**src/rtl/u8t_pkg.sv**
```systemverilog
// Package for the 8N1 serial transceiver core.
// Holds widths, reset constants and the result structs shared by the
// transmitter, the receiver and the top level. Depends on nothing.
package u8t_pkg;

	localparam int CPB_W     = 16;
	localparam int ELAPSED_W = 20;
	localparam int IDX_W     = 4;
	localparam int BYTE_W    = 8;

	localparam logic [CPB_W-1:0]     CPB_RESET   = 16'd6076;
	localparam logic [CPB_W-1:0]     CPB_MIN     = 16'd2;
	localparam logic [ELAPSED_W-1:0] ELAPSED_MAX = 20'hFFFFF;

	// Transmitter status after one tick.
	typedef struct packed {
		logic level;
		logic busy;
	} tx_res_t;

	// Receiver report for one tick.
	typedef struct packed {
		logic              valid;
		logic [BYTE_W-1:0] data;
		logic              ferr;
	} rx_res_t;

endpackage

```
**src/rtl/u8t_if.sv**
```systemverilog
// Valid/ready stream interfaces for the 8N1 serial transceiver core.
// One carries the per-tick input item, the other the per-tick result.
// Depends on nothing.
interface u8t_item_if;
	logic       valid;
	logic       ready;
	logic       rx_level;
	logic       send_valid;
	logic [7:0] send_byte;

	modport source (output valid, rx_level, send_valid, send_byte, input ready);
	modport sink (input valid, rx_level, send_valid, send_byte, output ready);
endinterface

interface u8t_result_if;
	logic       valid;
	logic       ready;
	logic       tx_level;
	logic       tx_busy;
	logic       recv_valid;
	logic [7:0] recv_byte;
	logic       frame_error;

	modport source (output valid, tx_level, tx_busy, recv_valid, recv_byte, frame_error,
		input ready);
	modport sink (input valid, tx_level, tx_busy, recv_valid, recv_byte, frame_error,
		output ready);
endinterface

```
**src/rtl/u8t_tx.sv**
```systemverilog
// Transmitter of the 8N1 serial transceiver core: frame state and bit timing.
// Advances one tick per step and reports the line level after that tick.
// Depends on u8t_pkg.
module u8t_tx
	import u8t_pkg::*;
#(
	parameter int DATA_BITS = 8
) (
	input  logic              clk,
	input  logic              arst_n,
	input  logic              step,
	input  logic              send_valid,
	input  logic [BYTE_W-1:0] send_byte,
	input  logic [CPB_W-1:0]  cpb,
	output tx_res_t           res
);

	localparam logic [IDX_W-1:0] LAST_DATA = IDX_W'(DATA_BITS);
	localparam logic [IDX_W-1:0] STOP_IDX  = IDX_W'(DATA_BITS + 1);

	logic              active_q, active_d;
	logic [IDX_W-1:0]  idx_q, idx_d;
	logic [CPB_W-1:0]  tick_q, tick_d, tick_inc;
	logic [BYTE_W-1:0] shift_q, shift_d;
	logic [2:0]        bit_sel;

	always_comb begin
		active_d = active_q;
		idx_d    = idx_q;
		tick_d   = tick_q;
		shift_d  = shift_q;
		tick_inc = tick_q + CPB_W'(1);
		if (active_q) begin
			tick_d = tick_inc;
			if (tick_inc >= cpb) begin
				tick_d = '0;
				idx_d  = idx_q + IDX_W'(1);
				if (idx_q == STOP_IDX) begin
					active_d = 1'b0;
					idx_d    = '0;
				end
			end
		end else if (send_valid) begin
			active_d = 1'b1;
			idx_d    = '0;
			tick_d   = '0;
			shift_d  = send_byte;
		end

		bit_sel = 3'(idx_d - IDX_W'(1));
		res.busy = active_d;
		if (!active_d || idx_d > LAST_DATA) begin
			res.level = 1'b1;
		end else if (idx_d == '0) begin
			res.level = 1'b0;
		end else begin
			res.level = shift_d[bit_sel];
		end
	end

	always_ff @(posedge clk or negedge arst_n) begin
		if (!arst_n) begin
			active_q <= 1'b0;
			idx_q    <= '0;
			tick_q   <= '0;
			shift_q  <= '0;
		end else if (step) begin
			active_q <= active_d;
			idx_q    <= idx_d;
			tick_q   <= tick_d;
			shift_q  <= shift_d;
		end
	end

endmodule

```
**src/rtl/u8t_rx.sv**
```systemverilog
// Receiver of the 8N1 serial transceiver core: start detection, mid-bit
// sampling against a target recomputed each tick, and the byte report.
// Depends on u8t_pkg.
module u8t_rx
	import u8t_pkg::*;
#(
	parameter int DATA_BITS = 8
) (
	input  logic             clk,
	input  logic             arst_n,
	input  logic             step,
	input  logic             rx_level,
	input  logic [CPB_W-1:0] cpb,
	output rx_res_t          res
);

	localparam logic [IDX_W-1:0] LAST_DATA = IDX_W'(DATA_BITS);

	logic                   active_q, active_d;
	logic [ELAPSED_W-1:0]   elapsed_q, elapsed_d, elapsed_inc;
	logic [IDX_W-1:0]       idx_q, idx_d;
	logic [BYTE_W-1:0]      shift_q, shift_d;
	logic [IDX_W:0]         periods;
	logic [IDX_W+CPB_W:0]   product;
	logic [ELAPSED_W-1:0]   target;

	always_comb begin
		active_d  = active_q;
		elapsed_d = elapsed_q;
		idx_d     = idx_q;
		shift_d   = shift_q;
		res       = '0;

		elapsed_inc = (elapsed_q == ELAPSED_MAX) ? elapsed_q : elapsed_q + ELAPSED_W'(1);
		// Sample point of the current bit: whole periods to its start plus half a period.
		periods = {1'b0, idx_q} + (IDX_W+1)'(1);
		product = periods * cpb;
		target  = ELAPSED_W'(product) + ELAPSED_W'(cpb >> 1);

		if (!active_q) begin
			if (!rx_level) begin
				active_d  = 1'b1;
				elapsed_d = '0;
				idx_d     = '0;
				shift_d   = '0;
			end
		end else begin
			elapsed_d = elapsed_inc;
			if (elapsed_inc >= target) begin
				if (idx_q < LAST_DATA) begin
					shift_d[idx_q[2:0]] = shift_q[idx_q[2:0]] | rx_level;
					idx_d = idx_q + IDX_W'(1);
				end else begin
					res.valid = 1'b1;
					res.data  = shift_q;
					res.ferr  = !rx_level;
					active_d  = 1'b0;
					elapsed_d = '0;
					idx_d     = '0;
					shift_d   = '0;
				end
			end
		end
	end

	always_ff @(posedge clk or negedge arst_n) begin
		if (!arst_n) begin
			active_q  <= 1'b0;
			elapsed_q <= '0;
			idx_q     <= '0;
			shift_q   <= '0;
		end else if (step) begin
			active_q  <= active_d;
			elapsed_q <= elapsed_d;
			idx_q     <= idx_d;
			shift_q   <= shift_d;
		end
	end

endmodule

```
**src/rtl/uart_8n1_transceiver_core.sv**
```systemverilog
// 8N1 serial transceiver core: each input beat is one bit-timing tick and
// yields exactly one result beat. Depends on u8t_pkg, u8t_if, u8t_tx, u8t_rx.
//
// Every input beat carries the sampled receive line and an optional byte to
// send; every result beat gives the transmit line and busy flag after that
// tick plus, on the tick a stop bit is sampled, the received byte and a
// framing-error flag. A beat passes through an input register and a result
// register with one step of transmitter and receiver logic between them, so
// a new beat is taken every cycle unless the result side stalls. The longest
// path is the receiver's sample-point product of bit index and bit period
// followed by a 20-bit compare. The bit period is written through cfg_wr_en
// and cfg_wr_data and should only change while no beat is in flight; values
// below two act as two. A send request while a frame is going out is dropped.
module uart_8n1_transceiver_core
	import u8t_pkg::*;
#(
	parameter int DATA_BITS = 8
) (
	input  logic               clk,
	input  logic               arst_n,
	input  logic               cfg_wr_en,
	input  logic [CPB_W-1:0]   cfg_wr_data,
	u8t_item_if.sink           item,
	u8t_result_if.source       result
);

	logic              valid_s1;
	logic              rx_level_s1;
	logic              send_valid_s1;
	logic [BYTE_W-1:0] send_byte_s1;

	logic              out_valid_q;
	tx_res_t           tx_res_q;
	rx_res_t           rx_res_q;

	logic [CPB_W-1:0]  cpb_q;
	logic [CPB_W-1:0]  cpb_eff;
	logic              advance;
	tx_res_t           tx_res;
	rx_res_t           rx_res;

	assign cpb_eff    = (cpb_q < CPB_MIN) ? CPB_MIN : cpb_q;
	assign advance    = valid_s1 && (!out_valid_q || result.ready);
	assign item.ready = !valid_s1 || advance;

	always_ff @(posedge clk or negedge arst_n) begin
		if (!arst_n) begin
			cpb_q <= CPB_RESET;
		end else if (cfg_wr_en) begin
			cpb_q <= cfg_wr_data;
		end
	end

	always_ff @(posedge clk or negedge arst_n) begin
		if (!arst_n) begin
			valid_s1 <= 1'b0;
		end else if (item.ready) begin
			valid_s1 <= item.valid;
		end
	end

	always_ff @(posedge clk) begin
		if (item.ready && item.valid) begin
			rx_level_s1   <= item.rx_level;
			send_valid_s1 <= item.send_valid;
			send_byte_s1  <= item.send_byte;
		end
	end

	u8t_tx #(.DATA_BITS(DATA_BITS)) u_tx (
		.clk        (clk),
		.arst_n     (arst_n),
		.step       (advance),
		.send_valid (send_valid_s1),
		.send_byte  (send_byte_s1),
		.cpb        (cpb_eff),
		.res        (tx_res)
	);

	u8t_rx #(.DATA_BITS(DATA_BITS)) u_rx (
		.clk      (clk),
		.arst_n   (arst_n),
		.step     (advance),
		.rx_level (rx_level_s1),
		.cpb      (cpb_eff),
		.res      (rx_res)
	);

	always_ff @(posedge clk or negedge arst_n) begin
		if (!arst_n) begin
			out_valid_q <= 1'b0;
		end else if (advance) begin
			out_valid_q <= 1'b1;
		end else if (result.ready) begin
			out_valid_q <= 1'b0;
		end
	end

	always_ff @(posedge clk) begin
		if (advance) begin
			tx_res_q <= tx_res;
			rx_res_q <= rx_res;
		end
	end

	assign result.valid       = out_valid_q;
	assign result.tx_level    = tx_res_q.level;
	assign result.tx_busy     = tx_res_q.busy;
	assign result.recv_valid  = rx_res_q.valid;
	assign result.recv_byte   = rx_res_q.data;
	assign result.frame_error = rx_res_q.ferr;

endmodule

```
**src/flat_wrapper.sv**
```systemverilog
// flat-port wrapper written by rule: the top's interface ports become plain ports
module uart_8n1_transceiver_core_flat import u8t_pkg::*;
#(
	parameter int DATA_BITS = 8
)
  (clk, arst_n, cfg_wr_en, cfg_wr_data, item_valid, item_rx_level, item_send_valid, item_send_byte, item_ready, result_valid, result_tx_level, result_tx_busy, result_recv_valid, result_recv_byte, result_frame_error, result_ready);
  u8t_item_if item_i ();
  u8t_result_if result_i ();
  input  logic clk;
  input  logic arst_n;
  input  logic cfg_wr_en;
  input  logic [CPB_W-1:0] cfg_wr_data;
  input wire logic [$bits(item_i.valid)-1:0] item_valid;
  input wire logic [$bits(item_i.rx_level)-1:0] item_rx_level;
  input wire logic [$bits(item_i.send_valid)-1:0] item_send_valid;
  input wire logic [$bits(item_i.send_byte)-1:0] item_send_byte;
  output wire logic [$bits(item_i.ready)-1:0] item_ready;
  output wire logic [$bits(result_i.valid)-1:0] result_valid;
  output wire logic [$bits(result_i.tx_level)-1:0] result_tx_level;
  output wire logic [$bits(result_i.tx_busy)-1:0] result_tx_busy;
  output wire logic [$bits(result_i.recv_valid)-1:0] result_recv_valid;
  output wire logic [$bits(result_i.recv_byte)-1:0] result_recv_byte;
  output wire logic [$bits(result_i.frame_error)-1:0] result_frame_error;
  input wire logic [$bits(result_i.ready)-1:0] result_ready;
  assign item_i.valid = item_valid;
  assign item_i.rx_level = item_rx_level;
  assign item_i.send_valid = item_send_valid;
  assign item_i.send_byte = item_send_byte;
  assign item_ready = item_i.ready;
  assign result_valid = result_i.valid;
  assign result_tx_level = result_i.tx_level;
  assign result_tx_busy = result_i.tx_busy;
  assign result_recv_valid = result_i.recv_valid;
  assign result_recv_byte = result_i.recv_byte;
  assign result_frame_error = result_i.frame_error;
  assign result_i.ready = result_ready;
  uart_8n1_transceiver_core #(.DATA_BITS(DATA_BITS)) u_core (.clk(clk), .arst_n(arst_n), .cfg_wr_en(cfg_wr_en), .cfg_wr_data(cfg_wr_data), .item(item_i), .result(result_i));
endmodule
```
**config.mk**
```make
export PLATFORM = sky130hd
export DESIGN_NAME = uart_8n1_transceiver_core_flat
export DESIGN_NICKNAME = d
export VERILOG_FILES = /design/src/rtl/u8t_pkg.sv /design/src/rtl/u8t_if.sv /design/src/rtl/u8t_tx.sv /design/src/rtl/u8t_rx.sv /design/src/rtl/uart_8n1_transceiver_core.sv /design/src/flat_wrapper.sv
export SDC_FILE = /design/constraint.sdc
export NUM_CORES = 1
export LEC_CHECK = 0
export ABC_AREA = 0
export BUFFER_PORTS_ARGS = -buffer_cell sky130_fd_sc_hd__buf_2
export CORE_MARGIN = 3
export CORE_UTILIZATION = 45
export DETAILED_ROUTE_END_ITERATION = 10
export GPL_TIMING_DRIVEN = 0
export HOLD_SLACK_MARGIN = 0.02
export PLACE_DENSITY_LB_ADDON = 0.3
export SYNTH_ARGS = -nofsm -noshare
export SYNTH_HDL_FRONTEND = slang
export SYNTH_SLANG_ARGS = --single-unit
```
**constraint.sdc**
```tcl
create_clock -name clk -period 11.7 [get_ports clk]
set_clock_uncertainty 0.05 [all_clocks]
set_input_delay 0 -clock clk [delete_from_list [all_inputs] [get_ports clk]]
set_output_delay 0 -clock clk [all_outputs]
set_load 0.01 [all_outputs]
```
# After elaboration in Yosys (flattened, before gate mapping)
# Index checks and enable logic that the tools add are counted.
[word_totals] reg_bits=102 latchBits=0 mem_bits_rw=0 romBits=0 input_bits=31 output_inout_bits=14 elab_cells=102 memories=0
[classes] n_addsub=7 multipliers=1 div=0 order_cmp=8 n_eq_ne=4 shift=0 n_mux=42 bitwise_logic=3 reduce_logical=18
[op_table] operator="20-bit two-way mux" count=5
[op_table] operator="16-bit two-way mux" count=4
[op_table] operator="8-bit two-way mux" count=6
[op_table] operator="4-bit two-way mux" count=8
[op_table] operator="20-bit by 1-bit adder with 20-bit output (second input constant)" count=1
[op_table] operator="20-bit by 15-bit adder with 20-bit output" count=1
[op_table] operator="20-bit == test (second input constant)" count=1
[op_table] operator="20-bit greater-or-equal comparator" count=1
[op_table] operator="5-bit by 16-bit multiplier with 20-bit output" count=1
[op_table] operator="16-bit by 1-bit adder with 16-bit output (second input constant)" count=1
[op_table] operator="16-bit greater-or-equal comparator" count=1
[op_table] operator="16-bit by 2-bit < comparator with 1-bit output (second input constant)" count=1
[op_table] operator="1-bit two-way mux" count=14
[op_table] operator="10-bit two-way mux" count=1
[op_table] operator="4-bit by 1-bit adder with 4-bit output (second input constant)" count=2
[op_table] operator="8-bit bitwise mux" count=1
[op_table] operator="3-bit by 4-bit < comparator with 1-bit output (second input constant)" count=2
[op_table] operator="1-bit binary-select mux with 3-bit select" count=2
[op_table] operator="2-bit AND reduction" count=3
[op_table] operator="4-bit by 1-bit adder with 5-bit output (second input constant)" count=1
[op_table] operator="4-bit == test (second input constant)" count=1
[op_table] operator="4-bit greater-than comparator (second input constant)" count=1
[op_table] operator="1-bit zero test" count=4
[op_table] operator="4-bit zero test" count=1
[op_table] operator="other kinds (13)" count=19

# Logic depth before layout (Yosys ltp)
[depth] ltp_word=9 depth_mapped=33 depth_no_buf=32

# Hierarchy
# A second synthesis with hierarchy kept.
[unflattened] cells_unflattened=1000 area_unflattened_um2=9424.0
[by_module_without_submodules] mod="u8t_rx" n_inst=1 cells_per_inst=674 area_each_um2=5750.5 seq_area_each_um2=825.8
[by_module_without_submodules] mod="u8t_tx" n_inst=1 cells_per_inst=240 area_each_um2=2183.3 seq_area_each_um2=725.7
[by_module_without_submodules] mod="uart_8n1_transceiver_core" n_inst=1 cells_per_inst=86 area_each_um2=1490.2 seq_area_each_um2=1122.3

# Worst setup path after synthesis
# OpenSTA, ideal clock, no wires.
[synth_timing] path_type="reg2reg" from="register u_core.u_rx.idx_q[0]" to="register u_core.u_rx.shift_q[0]" setup_time_ns=0.110 arrival_time_ns=6.726 required_time_ns=11.540 path_slack_ns=4.813 stages_incl_launch_ff=33 path_buffers=3 period_less_slack_ns=6.887 path_cell_list="dfrtp_1 -> clkbuf_1 -> nand3_1 -> inv_1 -> ha_1 -> clkbuf_1 -> nor2_1 -> fa_1 -> fa_1 -> inv_1 -> fa_1 -> inv_1 -> ha_1 -> a21o_1 -> a21o_1 -> a21oi_1 -> nor2_1 -> a21oi_1 -> o31ai_1 -> nor3_1 -> o21ai_0 -> ha_1 -> a21o_1 -> a21o_1 -> a21o_1 -> a21oi_2 -> or3b_1 -> a311oi_4 -> nor2_2 -> o21ai_2 -> buf_4 -> o21ai_0 -> o41ai_1"
[synth_between] elab_chain_len=8 word_cells_on_any_way=19 cone_classes="add/sub (2); mul (1); order compare (4); eq/ne (1); mux (8); bitwise (1); reduce/logical (2)"
[synth_lines] item="start: declaration" line="u8t_rx.sv:21" rtl="logic [IDX_W-1:0] idx_q, idx_d;"
[synth_lines] item="start signal: assignment" line="u8t_rx.sv:75" rtl="idx_q <= idx_d;"
[synth_lines] item="branches (longest 8 deep; another with 5-bit by 16-bit multiplier with 20-bit output)"
[synth_lines] item="end signal: assignment" line="u8t_rx.sv:76" rtl="shift_q <= shift_d;"
[synth_lines] item="end: declaration" line="u8t_rx.sv:22" rtl="logic [BYTE_W-1:0] shift_q, shift_d;"
# Parallel ways; which one is timed is not known. The select of a mux whose other input is x is not followed.
# A chain may end at the register's enable or synchronous reset.

# Worst setup path after layout
[layout_timing] from="register u_core.u_rx.idx_q[0]" to="register u_core.u_rx.elapsed_q[13]"
[layout_between] elab_chain_len=6 word_cells_on_any_way=8 cone_classes="add/sub (2); mul (1); order compare (2); mux (3)"
[layout_lines] item="4-bit by 1-bit adder with 5-bit output" line="u8t_rx.sv:36" rtl="periods = {1'b0, idx_q} + (IDX_W+1)'(1);"
[layout_lines] item="5-bit by 16-bit multiplier with 20-bit output" line="u8t_rx.sv:37" rtl="product = periods * cpb;"
[layout_lines] item="20-bit by 15-bit adder with 20-bit output" line="u8t_rx.sv:38" rtl="target = ELAPSED_W'(product) + ELAPSED_W'(cpb >> 1);"
[layout_lines] item="20-bit greater-or-equal comparator" line="u8t_rx.sv:49" rtl="if (elapsed_inc >= target) begin"
[layout_lines] item="20-bit two-way mux *" line="u8t_rx.sv:49"
[layout_lines] item="20-bit two-way mux *" line="u8t_rx.sv:40" rtl="if (!active_q) begin"
[layout_lines] item="end signal: assignment" line="u8t_rx.sv:74" rtl="elapsed_q <= elapsed_d;"
[layout_lines] item="end: declaration" line="u8t_rx.sv:20" rtl="logic [ELAPSED_W-1:0] elapsed_q, elapsed_d, elapsed_inc;"
# Mark *: on every way between the ends. The rest lies on a longest branch, timed or not.

==> impl_metrics.csv <==
group,metric,value,unit
timing,final_hold_viol_count,0,
setup_path,worst-path-buf-inv,5,
logic_synthesis,synth.area.mux_share,3.11,%
timing,min_period,8030,ps
setup_path,cp.arrival,8260,ps
timing,hold_slack,40.2,ps
timing,timing.setup.tns,0,ps
timing,max_freq,125,MHz
timing,tightest_slew,1220,ps
power_and_ir_drop,cell_pwr_density,184,nW/um2
layout,final_nets,1221,
logic_synthesis,yosys.area_share.simple,17.4,%
logic_synthesis,synth_top_family_by_area,"adder cells",
timing,finalMaxSlewViolations,0,
setup_path,most_common_cell_type_on_the_critical_path,"sky130_fd_sc_hd__a21o_1",
die,row_count,50,
cts,clock-sinks,102,
min_path,min_path_cells,3,
cts,cts.reportedPaths.clkPinSlew,80,ps
cts,clockBufferDepth,2,
die,die-area,21400,um2
layout,antennaDiodeCount,0,
layout,area.sequential,2670,um2
logic_synthesis,xor_xnor_share_of_the_synthesized_area,4.85,%
global_route,grt_antenna_before_repair,0,
logic_synthesis,synth_enable_flop_cells,22,
layout,final_common_cell,"sky130_fd_sc_hd__inv_1",
layout,layout.cells.most_common_list,"sky130_fd_sc_hd__inv_1, sky130_fd_sc_hd__nor2_1, sky130_fd_sc_hd__ha_1, sky130_fd_sc_hd__dfrtp_1, sky130_fd_sc_hd__nand2_1",
cts,tritoncts,"yes",
setup_path,setup.worst_path.class,"flip-flop to flip-flop",
detailed_routing,wl_per_cell,14.6,um
setup_path,critical_path.max_fanout,10,
setup_path,critPathMaxStageDelay,550,ps
placement,numPortBuffers,43,
setup_path,critical_path_cell_count,31,
detailed_routing,drcViolationCount,0,
timing,period_share,68.6,%
setup_path,worstSetupStartpointType,"flip-flop",
logic_synthesis,cells_after_synthesis,965,
layout,fillCellCount,1772,
min_path,hold_path_class,"primary input to flip-flop",
logic_synthesis,synth_cell_type_count,69,
setup_path,worst_r2r_startpoint,"u_core.u_rx.idx_q[0]",
setup_path,cell_family_with_most_cp_delay,"adder cells",
timing,setup_viol_count_final,0,
logic_synthesis,ys.flop_type,"sky130_fd_sc_hd__dfrtp_1",
cts,cts-root-buf,"sky130_fd_sc_hd__clkbuf_16",
cts,cts.repair.resized,0,
timing,grt_setup_unrepaired,"false",
min_path,hold_path_end,"u_core.cpb_q[5]",
layout,finish.utilization,53.3,%
min_path,hold_path_startpoint,"cfg_wr_en",
global_route,grt_remaining_overflow,0,
die,die_h,146,um
setup_path,r2r.worst_path.cells,31,
detailed_routing,drtPass1Iterations,5,
global_route,grt_start_max_net_pins,43,
die,ios,45,
global_route,globalRouteTotalUtil,18.8,%
detailed_routing,route.detailed.vias_per_inst,5.23,
detailed_routing,wl,19400,um
job,reported_max_cap_violation_count,0,
cts,cts-htree-levels,3,
setup_path,crit_path_top_delay_cell,"sky130_fd_sc_hd__fa_1",
layout,multi_input_comb_area,5580,um2
logic_synthesis,async_flop_share,78.4,%
global_route,first_global_vias,6879,
power_and_ir_drop,vdd.ir_drop.worst,0.0751,mV
outcome,outcome,"completed",
logic_synthesis,postSynthNetCount,1123,
die,initial_core_util,46.5,%
die,dieWidth,146,um
setup_path,worst_reg2reg_setup_slack,3670,ps
logic_synthesis,synth_compound_gate_area_share,15.0,%
die,placeableCoreArea,19000,um2
power_and_ir_drop,power_leakage,4.77,nW
placement,gp_congestion,0.894,
logic_synthesis,synth-seq-cells,102,
cts,cts_buffers,9,
logic_synthesis,synthesis.yosys.warnings,0,
logic_synthesis,avgSynthCellArea,9.16,um2
detailed_routing,route.antenna.remaining_nets,0,
global_route,grt_first_pass_wirelength,33000,um
setup_path,worstPathRequired,11930,ps
placement,place_inst,1269,
layout,final_cells,1328,
setup_path,endpoint_kind,"flip-flop",
detailed_routing,drt_iter0_drc,347,
cts,worstSkewPairLatency,360,ps
logic_synthesis,syn_area,8840,um2
timing,max_slew_margin,18.0,%
power_and_ir_drop,total_power,1.86,mW
logic_synthesis,yosysSeqAreaShare,30.2,%
detailed_routing,routed-via-count,6940,
placement,dp_hpwl,15100,um
setup_path,endpoint_of_the_worst_register_to_register_path,"u_core.u_rx.elapsed_q[13]",
layout,post_route_cells_drive_above_1_share,10.8,%
logic_synthesis,synth_adder_area_share,22.7,%
layout,flow.area_growth_from_synthesis,14.8,%
-- worst min-delay path, cell delays in order --
cell	delay, ps
sky130_fd_sc_hd__clkbuf_1	250
sky130_fd_sc_hd__nand2_1	120
sky130_fd_sc_hd__o21ai_0	70
-- stage by stage --
step	cell area (um2)	worst slack, ps
final	10100	3670
after global routing	10100	3150
after CTS	10100	3670
after detailed placement	9410	3720
after global placement	9380	3830
after floorplan	8840	4810
-- what timing repair did --
item	CTS	global route
hold endpoints to repair	76	0
hold buffers	43	0
setup buffers	0	0
-- worst max-delay path by stage --
stage | from | to | slack, ps
5_1_grt | u_core.u_rx.idx_q[0] | u_core.u_rx.elapsed_q[13] | 3150
3_3_place_gp | u_core.u_rx.idx_q[0] | u_core.u_rx.elapsed_q[15] | 3830
4_1_cts | u_core.u_rx.idx_q[0] | u_core.u_rx.elapsed_q[13] | 3670
3_5_place_dp | u_core.u_rx.idx_q[0] | u_core.u_rx.elapsed_q[4] | 3720
6_report | u_core.u_rx.idx_q[0] | u_core.u_rx.elapsed_q[13] | 3670
2_1_floorplan | u_core.u_rx.idx_q[0] | u_core.u_rx.shift_q[0] | 4810
-- cell families (layout without fill, tap and decap cells) --
logic type                 after synthesis  count (layout)
buffers and inverters                  152             255
adders and majority gates              127             127
xor gates and xnor gates                49              49
and+or+nand+nor                        309             309
DFF                                    102             102
AOI/OAI and AO/OA                      203             203
muxes                                   23              23
-- layer usage --
layer / global-route usage [%] / vias up / share of wire (%)
li1: - / 3472 / -
met1: 24.6 / 3318 / 46
met2: 32.0 / 125 / 48
met3: 3.79 / 25 / 3.3
met4: 4.84 / 0 / 2.3
met5: 0 / - / 0
-- area by class of cell --
type | instances | area share, %
plain buffers | 39 | 1.62
clock buffers | 9 | 2.22
clock inverters | 7 | 0.777
inverters | 113 | 4.18
multi-input cells | 711 | 55.0
flip-flops and latches | 102 | 26.4
well taps | 260 | 3.21
repair buffers | 87 | 6.66
-- cells in the mapped netlist, types with 3 or more instances --
cell                         n  area (um2)
sky130_fd_sc_hd__ha_1       71         888
sky130_fd_sc_hd__fa_1       56        1120
sky130_fd_sc_hd__dfrtp_1    71        1780
sky130_fd_sc_hd__o21ai_0    64         320
sky130_fd_sc_hd__o21ai_1    16        80.1
sky130_fd_sc_hd__a21oi_1    33         165
sky130_fd_sc_hd__a32oi_1     3        26.3
sky130_fd_sc_hd__and3_1     10        62.6
sky130_fd_sc_hd__dfstp_2     9         236
sky130_fd_sc_hd__o21a_1      5        37.5
sky130_fd_sc_hd__edfxtp_1   22         661
sky130_fd_sc_hd__nor2b_1    15        93.8
sky130_fd_sc_hd__buf_2       5        25.0
sky130_fd_sc_hd__mux2_2     16         180
sky130_fd_sc_hd__o31ai_1    16         120
sky130_fd_sc_hd__a22oi_1     4        30.0
sky130_fd_sc_hd__clkbuf_1   30         113
sky130_fd_sc_hd__nand2_1    70         263
sky130_fd_sc_hd__mux2i_1     5        50.1
sky130_fd_sc_hd__nor4_1      5        31.3
sky130_fd_sc_hd__or2_2       6        37.5
sky130_fd_sc_hd__nand2b_1   18         113
sky130_fd_sc_hd__xor2_1     20         175
sky130_fd_sc_hd__nand3_1    20         100
sky130_fd_sc_hd__a21o_1     16         120
sky130_fd_sc_hd__nor2_1     92         345
sky130_fd_sc_hd__a22o_1      5        43.8
sky130_fd_sc_hd__and2_1     35         219
sky130_fd_sc_hd__a31oi_1     6        37.5
sky130_fd_sc_hd__nand3b_1    4        30.0
sky130_fd_sc_hd__nor3_1      7        35.0
sky130_fd_sc_hd__inv_1     113         424
sky130_fd_sc_hd__nand4_1    10        62.6
sky130_fd_sc_hd__a32o_1     10         100
sky130_fd_sc_hd__a211oi_1    3        22.5
sky130_fd_sc_hd__xnor2_1    29         254
-- power by group --
group	switching, mW	internal, mW	leakage, nW
sequential	0.0429	0.415	1.23
combinational	0.614	0.485	3.39
clock	0.155	0.152	0.148
total	0.812	1.05	4.77
-- flip-flops by register name, indices dropped and copies added, names as in the netlist, 4 cells and up --
signal	count
u_core.u_rx.elapsed_q	20
u_core.cpb_q	16
u_core.u_tx.tick_q	16
u_core.result.recv_byte	8
u_core.send_byte_s1	8
u_core.u_rx.shift_q	8
u_core.u_tx.shift_q	8
u_core.u_rx.idx_q	4
u_core.u_tx.idx_q	4
Power figures use the tool's default switching activity.
